--- src/rtl/wrs_pkg.sv ---
// Shared constants, widths and the result record for the water ripple stencil.
// Used by wrs_lane, wrs_merge and the top level; depends on nothing.
package wrs_pkg;

  localparam int LANES         = 4;
  localparam int PX_W          = 8;
  localparam int SHADE_W       = 5;
  localparam int WORD_W        = LANES * PX_W;
  localparam int MAX_ROW_WORDS = 128;
  localparam int COL_W         = $clog2(MAX_ROW_WORDS);
  localparam int MIN_ROWS      = 3;
  localparam int MAX_ROWS      = 1024;
  localparam int ROW_W         = 10;
  localparam int RW_W          = 8;
  localparam int FR_W          = 11;
  localparam int RW_RESET      = 80;
  localparam int FR_RESET      = 200;
  localparam int CMP_W         = (RW_W > COL_W + 1) ? RW_W : COL_W + 1;

  localparam int IN_TDATA_W    = 2 * WORD_W;
  localparam int IN_TUSER_W    = 1;
  localparam int OUT_FIELDS_W  = LANES * (PX_W + SHADE_W);
  localparam int OUT_TDATA_W   = ((OUT_FIELDS_W + 7) / 8) * 8;

  localparam int CFG_IDX_W     = 8;
  localparam int CFG_DATA_W    = 11;
  localparam logic [CFG_IDX_W-1:0] CFG_ROW_WORDS  = 8'd0;
  localparam logic [CFG_IDX_W-1:0] CFG_FRAME_ROWS = 8'd1;

  typedef logic [PX_W-1:0] px_t;

  typedef struct packed {
    logic                          frame_last;
    logic [LANES-1:0][SHADE_W-1:0] shade;
    logic [LANES-1:0][PX_W-1:0]    new_h;
  } result_t;

endpackage

--- src/rtl/wrs_lane.sv ---
// One pixel of the stencil: neighbor sum, difference against the older height, magnitude.
// Depends on wrs_pkg for pixel widths.
module wrs_lane (
  input  wrs_pkg::px_t                left_px,
  input  wrs_pkg::px_t                right_px,
  input  wrs_pkg::px_t                up_px,
  input  wrs_pkg::px_t                down_px,
  input  wrs_pkg::px_t                old_px,
  output wrs_pkg::px_t                new_h,
  output logic [wrs_pkg::SHADE_W-1:0] shade
);

  logic [wrs_pkg::PX_W+1:0] sum;
  logic [wrs_pkg::PX_W-2:0] half;
  logic [wrs_pkg::PX_W-1:0] diff;
  logic [wrs_pkg::PX_W-1:0] mag;

  always_comb begin
    sum  = {2'b00, left_px} + {2'b00, right_px} + {2'b00, up_px} + {2'b00, down_px};
    half = sum[wrs_pkg::PX_W-1:1];
    diff = {1'b0, half} - old_px;
    mag  = diff[wrs_pkg::PX_W-1] ? (~diff + 1'b1) : diff;
  end

  assign new_h = mag;
  assign shade = mag[wrs_pkg::SHADE_W:1];

endmodule

--- config.mk ---
export PLATFORM = sky130hd
export DESIGN_NAME = wrs_lane
export DESIGN_NICKNAME = d
export VERILOG_FILES = /design/src/rtl/wrs_pkg.sv /design/src/rtl/wrs_lane.sv
export SDC_FILE = /design/constraint.sdc
export NUM_CORES = 1
export LEC_CHECK = 0
export ABC_CLOCK_PERIOD_IN_PS = 18230
export BUFFER_PORTS_ARGS = -buffer_cell sky130_fd_sc_hd__buf_2
export CAP_MARGIN = 20
export CORE_ASPECT_RATIO = 1.5
export CORE_MARGIN = 2
export CORE_UTILIZATION = 50
export DETAILED_ROUTE_END_ITERATION = 10
export PLACE_DENSITY = 0.95
export SETUP_SLACK_MARGIN = 0.02
export SLEW_MARGIN = 0
export SYNTH_ARGS = -nofsm -noshare
export SYNTH_HDL_FRONTEND = slang
export SYNTH_SLANG_ARGS = --single-unit
--- constraint.sdc ---
create_clock -name vclk -period 18.23
set_clock_uncertainty 0.1 [all_clocks]
set_input_delay 5.469 -clock vclk [all_inputs]
set_output_delay 5.469 -clock vclk [all_outputs]
set_load 0.01 [all_outputs]
==> flow_summary_export.csv <==
group,metric,value,unit
synth,synth_cells,147,
sta,final.setup.tns,0,ns
final_layout,regArea,0,um2
synth,syn_area,0.00120,mm2
global_route,grt_pass1_wl,3440,um
power_and_ir_drop,peakVddDrop,0.119,mV
setup_path,crit_path_max_incr_delay,0.59,ns
setup_path,worstSetupPathType,"input port to output port",
setup_path,start_kind,"input port",
final_layout,nFlopsAndLatches,0,
floorplan,dieArea,0.00281,mm2
route,ant_nets,0,
hold_path,hold_depth,4,
synth,yosys.area.top_type_share,25.1,%
route,dr.pass1.iters,4,
setup_path,arrival,9.66,ns
setup_path,path_max_fanout,6,
sta,fin_crit,15.23,ns
sta,finalHoldViolCount,0,
global_route,gr-total-overflow,0,
synth,ys_seq_area_share,0,%
global_route,grt_pass1_vias,962,
final_layout,n_antenna_cell,0,
clock_tree,post_cts.repair.setup_buffers,0,
floorplan,ios,53,
route,via_per_inst,5.08,
place,placed_area,0.00144,mm2
outcome,status,"completed",
floorplan,placeableCoreArea,0.00226,mm2
clock_tree,cts_resized,0,
power_and_ir_drop,p_leak,0.843,nW
place,port_buffers,53,
synth,avgSynthCellArea,8.14,um2
setup_path,path_common_cell,"fa_1",
power_and_ir_drop,p_per_area,206,mW/mm2
hold_path,hp-class,"input port to output port",
route,drc_errors,0,
setup_path,cp.depth,19,
floorplan,die_h,63.9,um
final_layout,area_growth,20.7,%
synth,synth_most_common_cell,"inv_1",
final_layout,final_cell_area,0.00144,mm2
setup_path,required,12.66,ns
floorplan,initial_core_util,52.9,%
place,place_congestion,0.851,
route,routed_wl,2100,um
synth,synthTopCellsByCount,"inv_1, fa_1, ha_1, xnor2_1, a21oi_1",
sta,rsz0062_at_grt,"false",
setup_path,end_kind,"output port",
final_layout,nets,264,
final_layout,num-clock-buffers,0,
global_route,grt.total_usage,14.8,%
final_layout,drive_above_1_share,30.1,%
sta,slew_violations,0,
place,hpwl,1990,um
floorplan,die-width,43.9,um
global_route,antenna_found_initial,0,
setup_path,slowest_stage,"or4_1",
route,vias,1098,
sta,max-slew-margin-rel,67.2,%
synth,synth_warnings,0,
setup_path,worst_path_dominant_cell_family,"adder cells",
sta,finalCritPeriodShare,83.5,%
route,wire_per_inst,9.70,um
global_route,grt_max_degree,9,
power_and_ir_drop,fin_total_pwr,0.298,mW
setup_path,crit_buf_inv,4,
synth,synth_top_area_cell,"fa_1",
sta,setup_viol,0,
synth,yosys-top-cells-area,"fa_1, ha_1, inv_1, xnor2_1, a21oi_1",
synth,synthesis.nets,216,
clock_tree,cts_hold_buf,0,
synth,synth_cell_types,35,
sta,tightest_slew,0.490,ns
sta,max_clock_freq,65.7,MHz
setup_path,path_cells,"buf_2, inv_1, fa_1, inv_1, fa_1, ha_1, fa_1, a21o_1, a21oi_1, o21bai_1, a21oi_1, xnor2_1, ha_1, o21ai_0, nor2_1, or4_1, a32oi_1, xnor2_1, buf_2",
route,drtIter0Drc,5,
flow_run,cap_violations,0,
floorplan,num_rows,21,
[metrics by stage]
stage | util (%) | instances | hold WS, ns | setup WS, ns
floorplan | - | 147 | 11.04 | 3.19
global placement | 63.9 | 216 | 11.25 | 3.08
detailed placement | 63.9 | 216 | 11.25 | 2.99
CTS | 63.9 | 216 | 11.25 | 2.99
global route | 63.9 | 216 | 11.27 | 2.74
finish | 63.9 | 216 | 11.25 | 3.00
[where the power goes]
part / internal (mW) / leakage (nW) / switching (mW)
Combinational: 0.135 / 0.843 / 0.163
Clock: 0 / 0 / 0
Sequential: 0 / 0 / 0
[final cells by class]
class                           instances  area (um2)
Inverter                               42         158
Fill cell                             213         816
Multi-Input combinational cell         98         992
Timing Repair Buffer                   53         265
Tap cell                               23        28.8
[cell usage in the layout (no fill, tap or decap), drive strengths merged, types with 2 or more instances in the layout]
cell / instances
mux2i: 2
inv: 42
nand4: 2
nand2: 2
a211oi: 2
xnor2: 14
nor2b: 3
nor2: 4
buf: 53
a21oi: 10
a21o: 5
nor3b: 2
nand3b: 2
fa: 15
xor2: 4
ha: 14
a32oi: 2
o21bai: 2
[final timing paths]
kind | start | endpoint | slack (ns)
worst min-delay path | old_px[0] | new_h[0] | 11.25
worst max-delay path | left_px[1] | new_h[5] | 3.00
[routing by layer]
| layer | track usage, % | vias to the layer above | part of all wire [%] |
|---|---|---|---|
| met5 | 0 | - | 0 |
| met2 | 30.9 | 36 | 57 |
| met1 | 16.2 | 503 | 38 |
| met3 | 0 | 0 | 4.3 |
| met4 | 1.14 | 0 | 0 |
| li1 | - | 559 | - |
[cell families after synthesis]
logic type / count (synthesis) / synth area share [%]
mux: 2 / 1.67
xor+xnor: 18 / 13.2
compound gates: 28 / 18.3
fa+ha+maj: 29 / 39.7
buf+inv: 49 / 17.0
simple gates: 21 / 10.0
No activity file was read; power rests on OpenSTA's default activity.
