`config.mk`:
```
export PLATFORM = sky130hd
export DESIGN_NAME = wrs_merge
export DESIGN_NICKNAME = d
export VERILOG_FILES = /design/src/rtl/wrs_pkg.sv /design/src/rtl/wrs_merge.sv
export SDC_FILE = /design/constraint.sdc
export NUM_CORES = 1
export LEC_CHECK = 0
export BUFFER_PORTS_ARGS = -buffer_cell sky130_fd_sc_hd__buf_2
export CAP_MARGIN = 0
export CORE_AREA = 2 2 90 92
export DETAILED_ROUTE_END_ITERATION = 8
export DIE_AREA = 0 0 92 94
export GPL_ROUTABILITY_DRIVEN = 0
export PLACE_DENSITY_LB_ADDON = 0.1
export SYNTH_ARGS = -nofsm -noshare
export SYNTH_HDL_FRONTEND = slang
export SYNTH_SLANG_ARGS = --single-unit
```
`constraint.sdc`:
```
create_clock -name clk -period 15.95 [get_ports clk]
set_input_delay 3.19 -clock clk [delete_from_list [all_inputs] [get_ports clk]]
set_output_delay 3.19 -clock clk [all_outputs]
set_load 0.1 [all_outputs]
```
`src/rtl/wrs_pkg.sv`:
```
// Shared constants, widths and the result record for the water ripple stencil.
// Used by wrs_lane, wrs_merge and the top level; depends on nothing.
package wrs_pkg;

  localparam int LANES         = 4;
  localparam int PX_W          = 8;
  localparam int SHADE_W       = 5;
  localparam int WORD_W        = LANES * PX_W;
  localparam int MAX_ROW_WORDS = 128;
  localparam int COL_W         = $clog2(MAX_ROW_WORDS);
  localparam int MIN_ROWS      = 3;
  localparam int MAX_ROWS      = 1024;
  localparam int ROW_W         = 10;
  localparam int RW_W          = 8;
  localparam int FR_W          = 11;
  localparam int RW_RESET      = 80;
  localparam int FR_RESET      = 200;
  localparam int CMP_W         = (RW_W > COL_W + 1) ? RW_W : COL_W + 1;

  localparam int IN_TDATA_W    = 2 * WORD_W;
  localparam int IN_TUSER_W    = 1;
  localparam int OUT_FIELDS_W  = LANES * (PX_W + SHADE_W);
  localparam int OUT_TDATA_W   = ((OUT_FIELDS_W + 7) / 8) * 8;

  localparam int CFG_IDX_W     = 8;
  localparam int CFG_DATA_W    = 11;
  localparam logic [CFG_IDX_W-1:0] CFG_ROW_WORDS  = 8'd0;
  localparam logic [CFG_IDX_W-1:0] CFG_FRAME_ROWS = 8'd1;

  typedef logic [PX_W-1:0] px_t;

  typedef struct packed {
    logic                          frame_last;
    logic [LANES-1:0][SHADE_W-1:0] shade;
    logic [LANES-1:0][PX_W-1:0]    new_h;
  } result_t;

endpackage

```
`src/rtl/wrs_merge.sv`:
```
// Collects the lane results into one item and holds it in an output register with a skid stage.
// Depends on wrs_pkg for the result record and stream widths.
module wrs_merge (
  input  logic                                           clk,
  input  logic                                           rst_n,
  input  logic                                           push_valid,
  input  logic [wrs_pkg::LANES-1:0][wrs_pkg::PX_W-1:0]    lane_new_h,
  input  logic [wrs_pkg::LANES-1:0][wrs_pkg::SHADE_W-1:0] lane_shade,
  input  logic                                           lane_last,
  output logic                                           push_ready,
  output logic                                           out_tvalid,
  input  logic                                           out_tready,
  // Fields from bit 0: new_h0..new_h3, shade0..shade3, zero padding.
  output logic [wrs_pkg::OUT_TDATA_W-1:0]                 out_tdata,
  output logic                                           out_tlast
);

  wrs_pkg::result_t push_res;
  wrs_pkg::result_t out_r;
  wrs_pkg::result_t skid_r;
  logic             out_v_r;
  logic             skid_v_r;

  always_comb begin
    push_res.new_h      = lane_new_h;
    push_res.shade      = lane_shade;
    push_res.frame_last = lane_last;
  end

  always_ff @(posedge clk) begin
    if (!out_v_r || out_tready) begin
      out_r <= skid_v_r ? skid_r : push_res;
    end
    if (out_v_r && !out_tready && push_valid) begin
      skid_r <= push_res;
    end
  end

  always_ff @(posedge clk) begin
    if (!rst_n) begin
      out_v_r  <= 1'b0;
      skid_v_r <= 1'b0;
    end else if (!out_v_r || out_tready) begin
      out_v_r  <= skid_v_r || push_valid;
      skid_v_r <= 1'b0;
    end else if (push_valid) begin
      skid_v_r <= 1'b1;
    end
  end

  assign push_ready = !skid_v_r;
  assign out_tvalid = out_v_r;
  assign out_tlast  = out_r.frame_last;
  assign out_tdata  = wrs_pkg::OUT_TDATA_W'({out_r.shade, out_r.new_h});

endmodule

```
==> reports/metrics.csv <==
stage,metric,value,unit
outcome,status,"finished, final reports clean",
min_path,hold endpoint,out_tdata[22],
final_layout,ratio of cells with drive above 1 in the final layout,60.8,%
global_routing,gr usage total,15.0,%
worst_setup_path,CP Data Arrival Time,1.76,ns
sta,Setup WS post-layout,11.00,ns
cts,CTS Buffer Depth,2,
yosys,YS warnings,0,
place,I/O Buffers,111,
final_layout,footprint of the multi-input gates,838,µm²
pwr,sequential power share,54.9,%
floorplan,Starting Density,55.1,%
sta,# setup viols final,0,
worst_setup_path,CP Launch Point,skid_v_r,
cts,"CTS clk-pin slew, worst paths",0.08,ns
cts,CTS resizes,0,
worst_setup_path,"Cell Chain, Critical Path","inv_1, buf_2",
place,Place WS,10.80,ns
cts,H-tree lvl count,3,
sta,Slew @ Worst Pin,0.976,ns
global_routing,met1 GRT Util,18.9,%
floorplan,chip width,92,µm
final_layout,ANT cells,0,
route,WL/cell,15.7,µm
min_path,worst min-delay path class,reg2reg,
yosys,Post-synth EDFFs,106,
worst_setup_path,crit end category,output pin,
sta,final hold slack,0.551,ns
worst_setup_path,Crit Path Max Fanout,55,
floorplan,core area,7610,µm²
global_routing,vias in the first global route,1948,
global_routing,pin count of the biggest net entering global routing,57,
route,DRC Markers,0,
yosys,Synth cell types,14,
sta,Fin. Hold Viols,0,
pwr,Sw Ratio,30.4,%
final_layout,Seq. cell area,3230,µm²
floorplan,DIE AREA,8650,µm²
final_layout,synth-to-layout area growth,18.2,%
worst_setup_path,Crit path max-delay family,flip-flops,
sta,skew final,0.00986,ns
floorplan,Die Y,94,µm
pwr,Max IR drop VDD,0.0671,mV
worst_setup_path,CP Buf/Inv Count,2,
global_routing,first-pass GRT wire length,9690,µm
worst_setup_path,reg2reg end,skid_r[0],
yosys,synth top area cells,"edfxtp_1 (76%), mux2_4 (17%), buf_12 (2.4%), mux2_2 (1.3%), dfxtp_1 (0.96%)",
floorplan,I/O pins,116,
worst_setup_path,Slowest cell on crit path,dfxtp_4,
route,final WL,6320,µm
yosys,Synth Register Bits,108,
global_routing,grt met3 use,4.82,%
yosys,ys async rst share,0,%
final_layout,Filler cells,579,
worst_setup_path,Critical Path Start Type,flip-flop,
worst_setup_path,Worst Path Required,12.76,ns
sta,period utilisation layout,31.1,%
pwr,Comb power frac,19.7,%
min_path,Hold Crit Depth,1,
sta,RSZ-0062 raised after global routing,no,
pwr,Tot Pwr,605,µW
run,max cap viols,0,
yosys,commonest cells in the netlist,"edfxtp_1 (106), mux2_4 (48), buf_12 (5), mux2_2 (5), buf_4 (4)",
pwr,Power Density,122,nW/µm²
yosys,Synth Cell Area,4190,µm²
yosys,post-synth top area share,76.0,%
worst_setup_path,critical path class,reg2out,
yosys,Avg Inst Size Synth,23.4,µm²
cts,clk sinks,108,
place,# placed instances,387,
sta,post-route minimum period,4.95,ns
global_routing,GRT Max-Usage Layer,met2,
sta,max frequency,202,MHz
worst_setup_path,Reg2Reg Launch Point,out_tvalid,
pwr,Clock power frac,25.5,%
sta,Slew headroom,34.9,%
yosys,sequential area share after synthesis,76.9,%
yosys,most frequent cell after synthesis,edfxtp_1,
yosys,biggest area consumer among synthesized cells,edfxtp_1,
yosys,Syn Inst Count,179,
cts,CTS buffer count,9,
cts,CTS Hold Buffers Added,0,
cts,CTS Root Cell,clkbuf_8,
route,First-pass DRT Iterations,4,
sta,setup TNS,0,ns
worst_setup_path,R2R Setup Slk,13.88,ns
cts,post-CTS setup buffers,0,
route,Final ANT Viol Nets,0,
route,vias per cell,4.85,
sta,"Slew Viols, Final",0,
pwr,NetSw,184,µW
final_layout,nets,353,
pwr,Leak Pwr,0.00197,µW
place,post-detail-place hpwl,4220,µm
final_layout,fin cells,403,
cts,CTS tree,built,
global_routing,met2 GRT Util,24.0,%
global_routing,initial antenna violation count,0,
global_routing,total grt overflow,0,
pwr,Pint,422,µW
route,DR vias,1953,
min_path,worst hold start,skid_r[22],
yosys,top_reg_cell synth,edfxtp_1,
worst_setup_path,Worst path max stage delay,1.01,ns
route,Iteration-0 DRC Markers,110,
floorplan,# rows,32,
cts,worst-skew pair later-pin latency,0.35,ns
worst_setup_path,r2r worst-path depth,4,
-- kinds of logic (layout without fill, tap and decap cells) --
kind of cell | after synthesis | after routing | share of synthesized area (%)
DFF | 108 | 108 | 76.9
muxes | 53 | 53 | 18.5
buffers and inverters | 12 | 131 | 3.55
and+or+nand+nor | 4 | 4 | 0.687
other | 1 | 4 | 0.0895
AOI/OAI and AO/OA | 1 | 1 | 0.179
-- worst max path at each step --
| stage | end | slack [ns] | cells past startpoint |
|---|---|---|---|
| finish | push_ready | 11.00 | 2 |
| global route | push_ready | 10.87 | 2 |
| CTS | push_ready | 10.95 | 2 |
| detailed placement | skid_r[10] | 10.80 | 5 |
| global placement | skid_r[29] | 10.82 | 5 |
| floorplan | skid_r[0] | 8.57 | 2 |
-- metrics by stage --
stage	area (µm²)	utilization (%)
finish	4950	65.1
global route	4950	65.1
CTS	4950	65.1
detailed placement	4770	62.7
global placement	4770	62.7
floorplan	4200	-
-- sequential cells by signal, summed over array words and instances, names as in the netlist --
| signal | flops |
|---|---|
| out_tdata | 52 |
| out_tvalid | 1 |
| skid_r | 53 |
| out_tlast | 1 |
| skid_v_r | 1 |
-- layout make-up --
| type | count | share of cell area (%) |
|---|---|---|
| Tap cell | 102 | 2.58 |
| Inverter | 2 | 0.152 |
| Sequential cell | 108 | 65.1 |
| Multi-Input combinational cell | 62 | 16.9 |
| Clock inverter | 6 | 1.11 |
| Timing Repair Buffer | 113 | 11.5 |
| Clock buffer | 10 | 2.58 |
-- cells in the final DEF (no fill, tap or decap) --
cell,count
buf_2,111
edfxtp_1,106
mux2_4,48
clkbuf_8,9
mux2_2,5
conb_1,4
clkinv_1,3
inv_1,2
buf_4,2
nand2b_2,1
nor2_4,1
nor2_2,1
a21boi_1,1
nor3b_2,1
clkinv_2,1
clkinv_4,1
clkbuf_1,1
bufinv_16,1
dfxtp_1,1
dfxtp_4,1
-- worst reg2reg max path: stages, from the launching register on --
cell	delay (ns)
dfxtp_1	0.36
nand2b_2	0.06
buf_4	0.35
nor2_4	0.39
buf_4	0.52
-- per-layer routing --
layer	part of all wire, %	wire (µm)
met1	41	2590
met2	48	3030
met3	8.7	553
met4	2.4	149
met5	0	0
-- power groups by stage --
stage               registers (µW)  clock network, µW  logic [µW]
floorplan                      416                  0        23.0
global placement               338                  0         119
detailed placement             339                  0         120
CTS                            332                160         120
global route                   334                170         123
finish                         332                154         119
No activity file was read; power rests on OpenSTA's default activity.
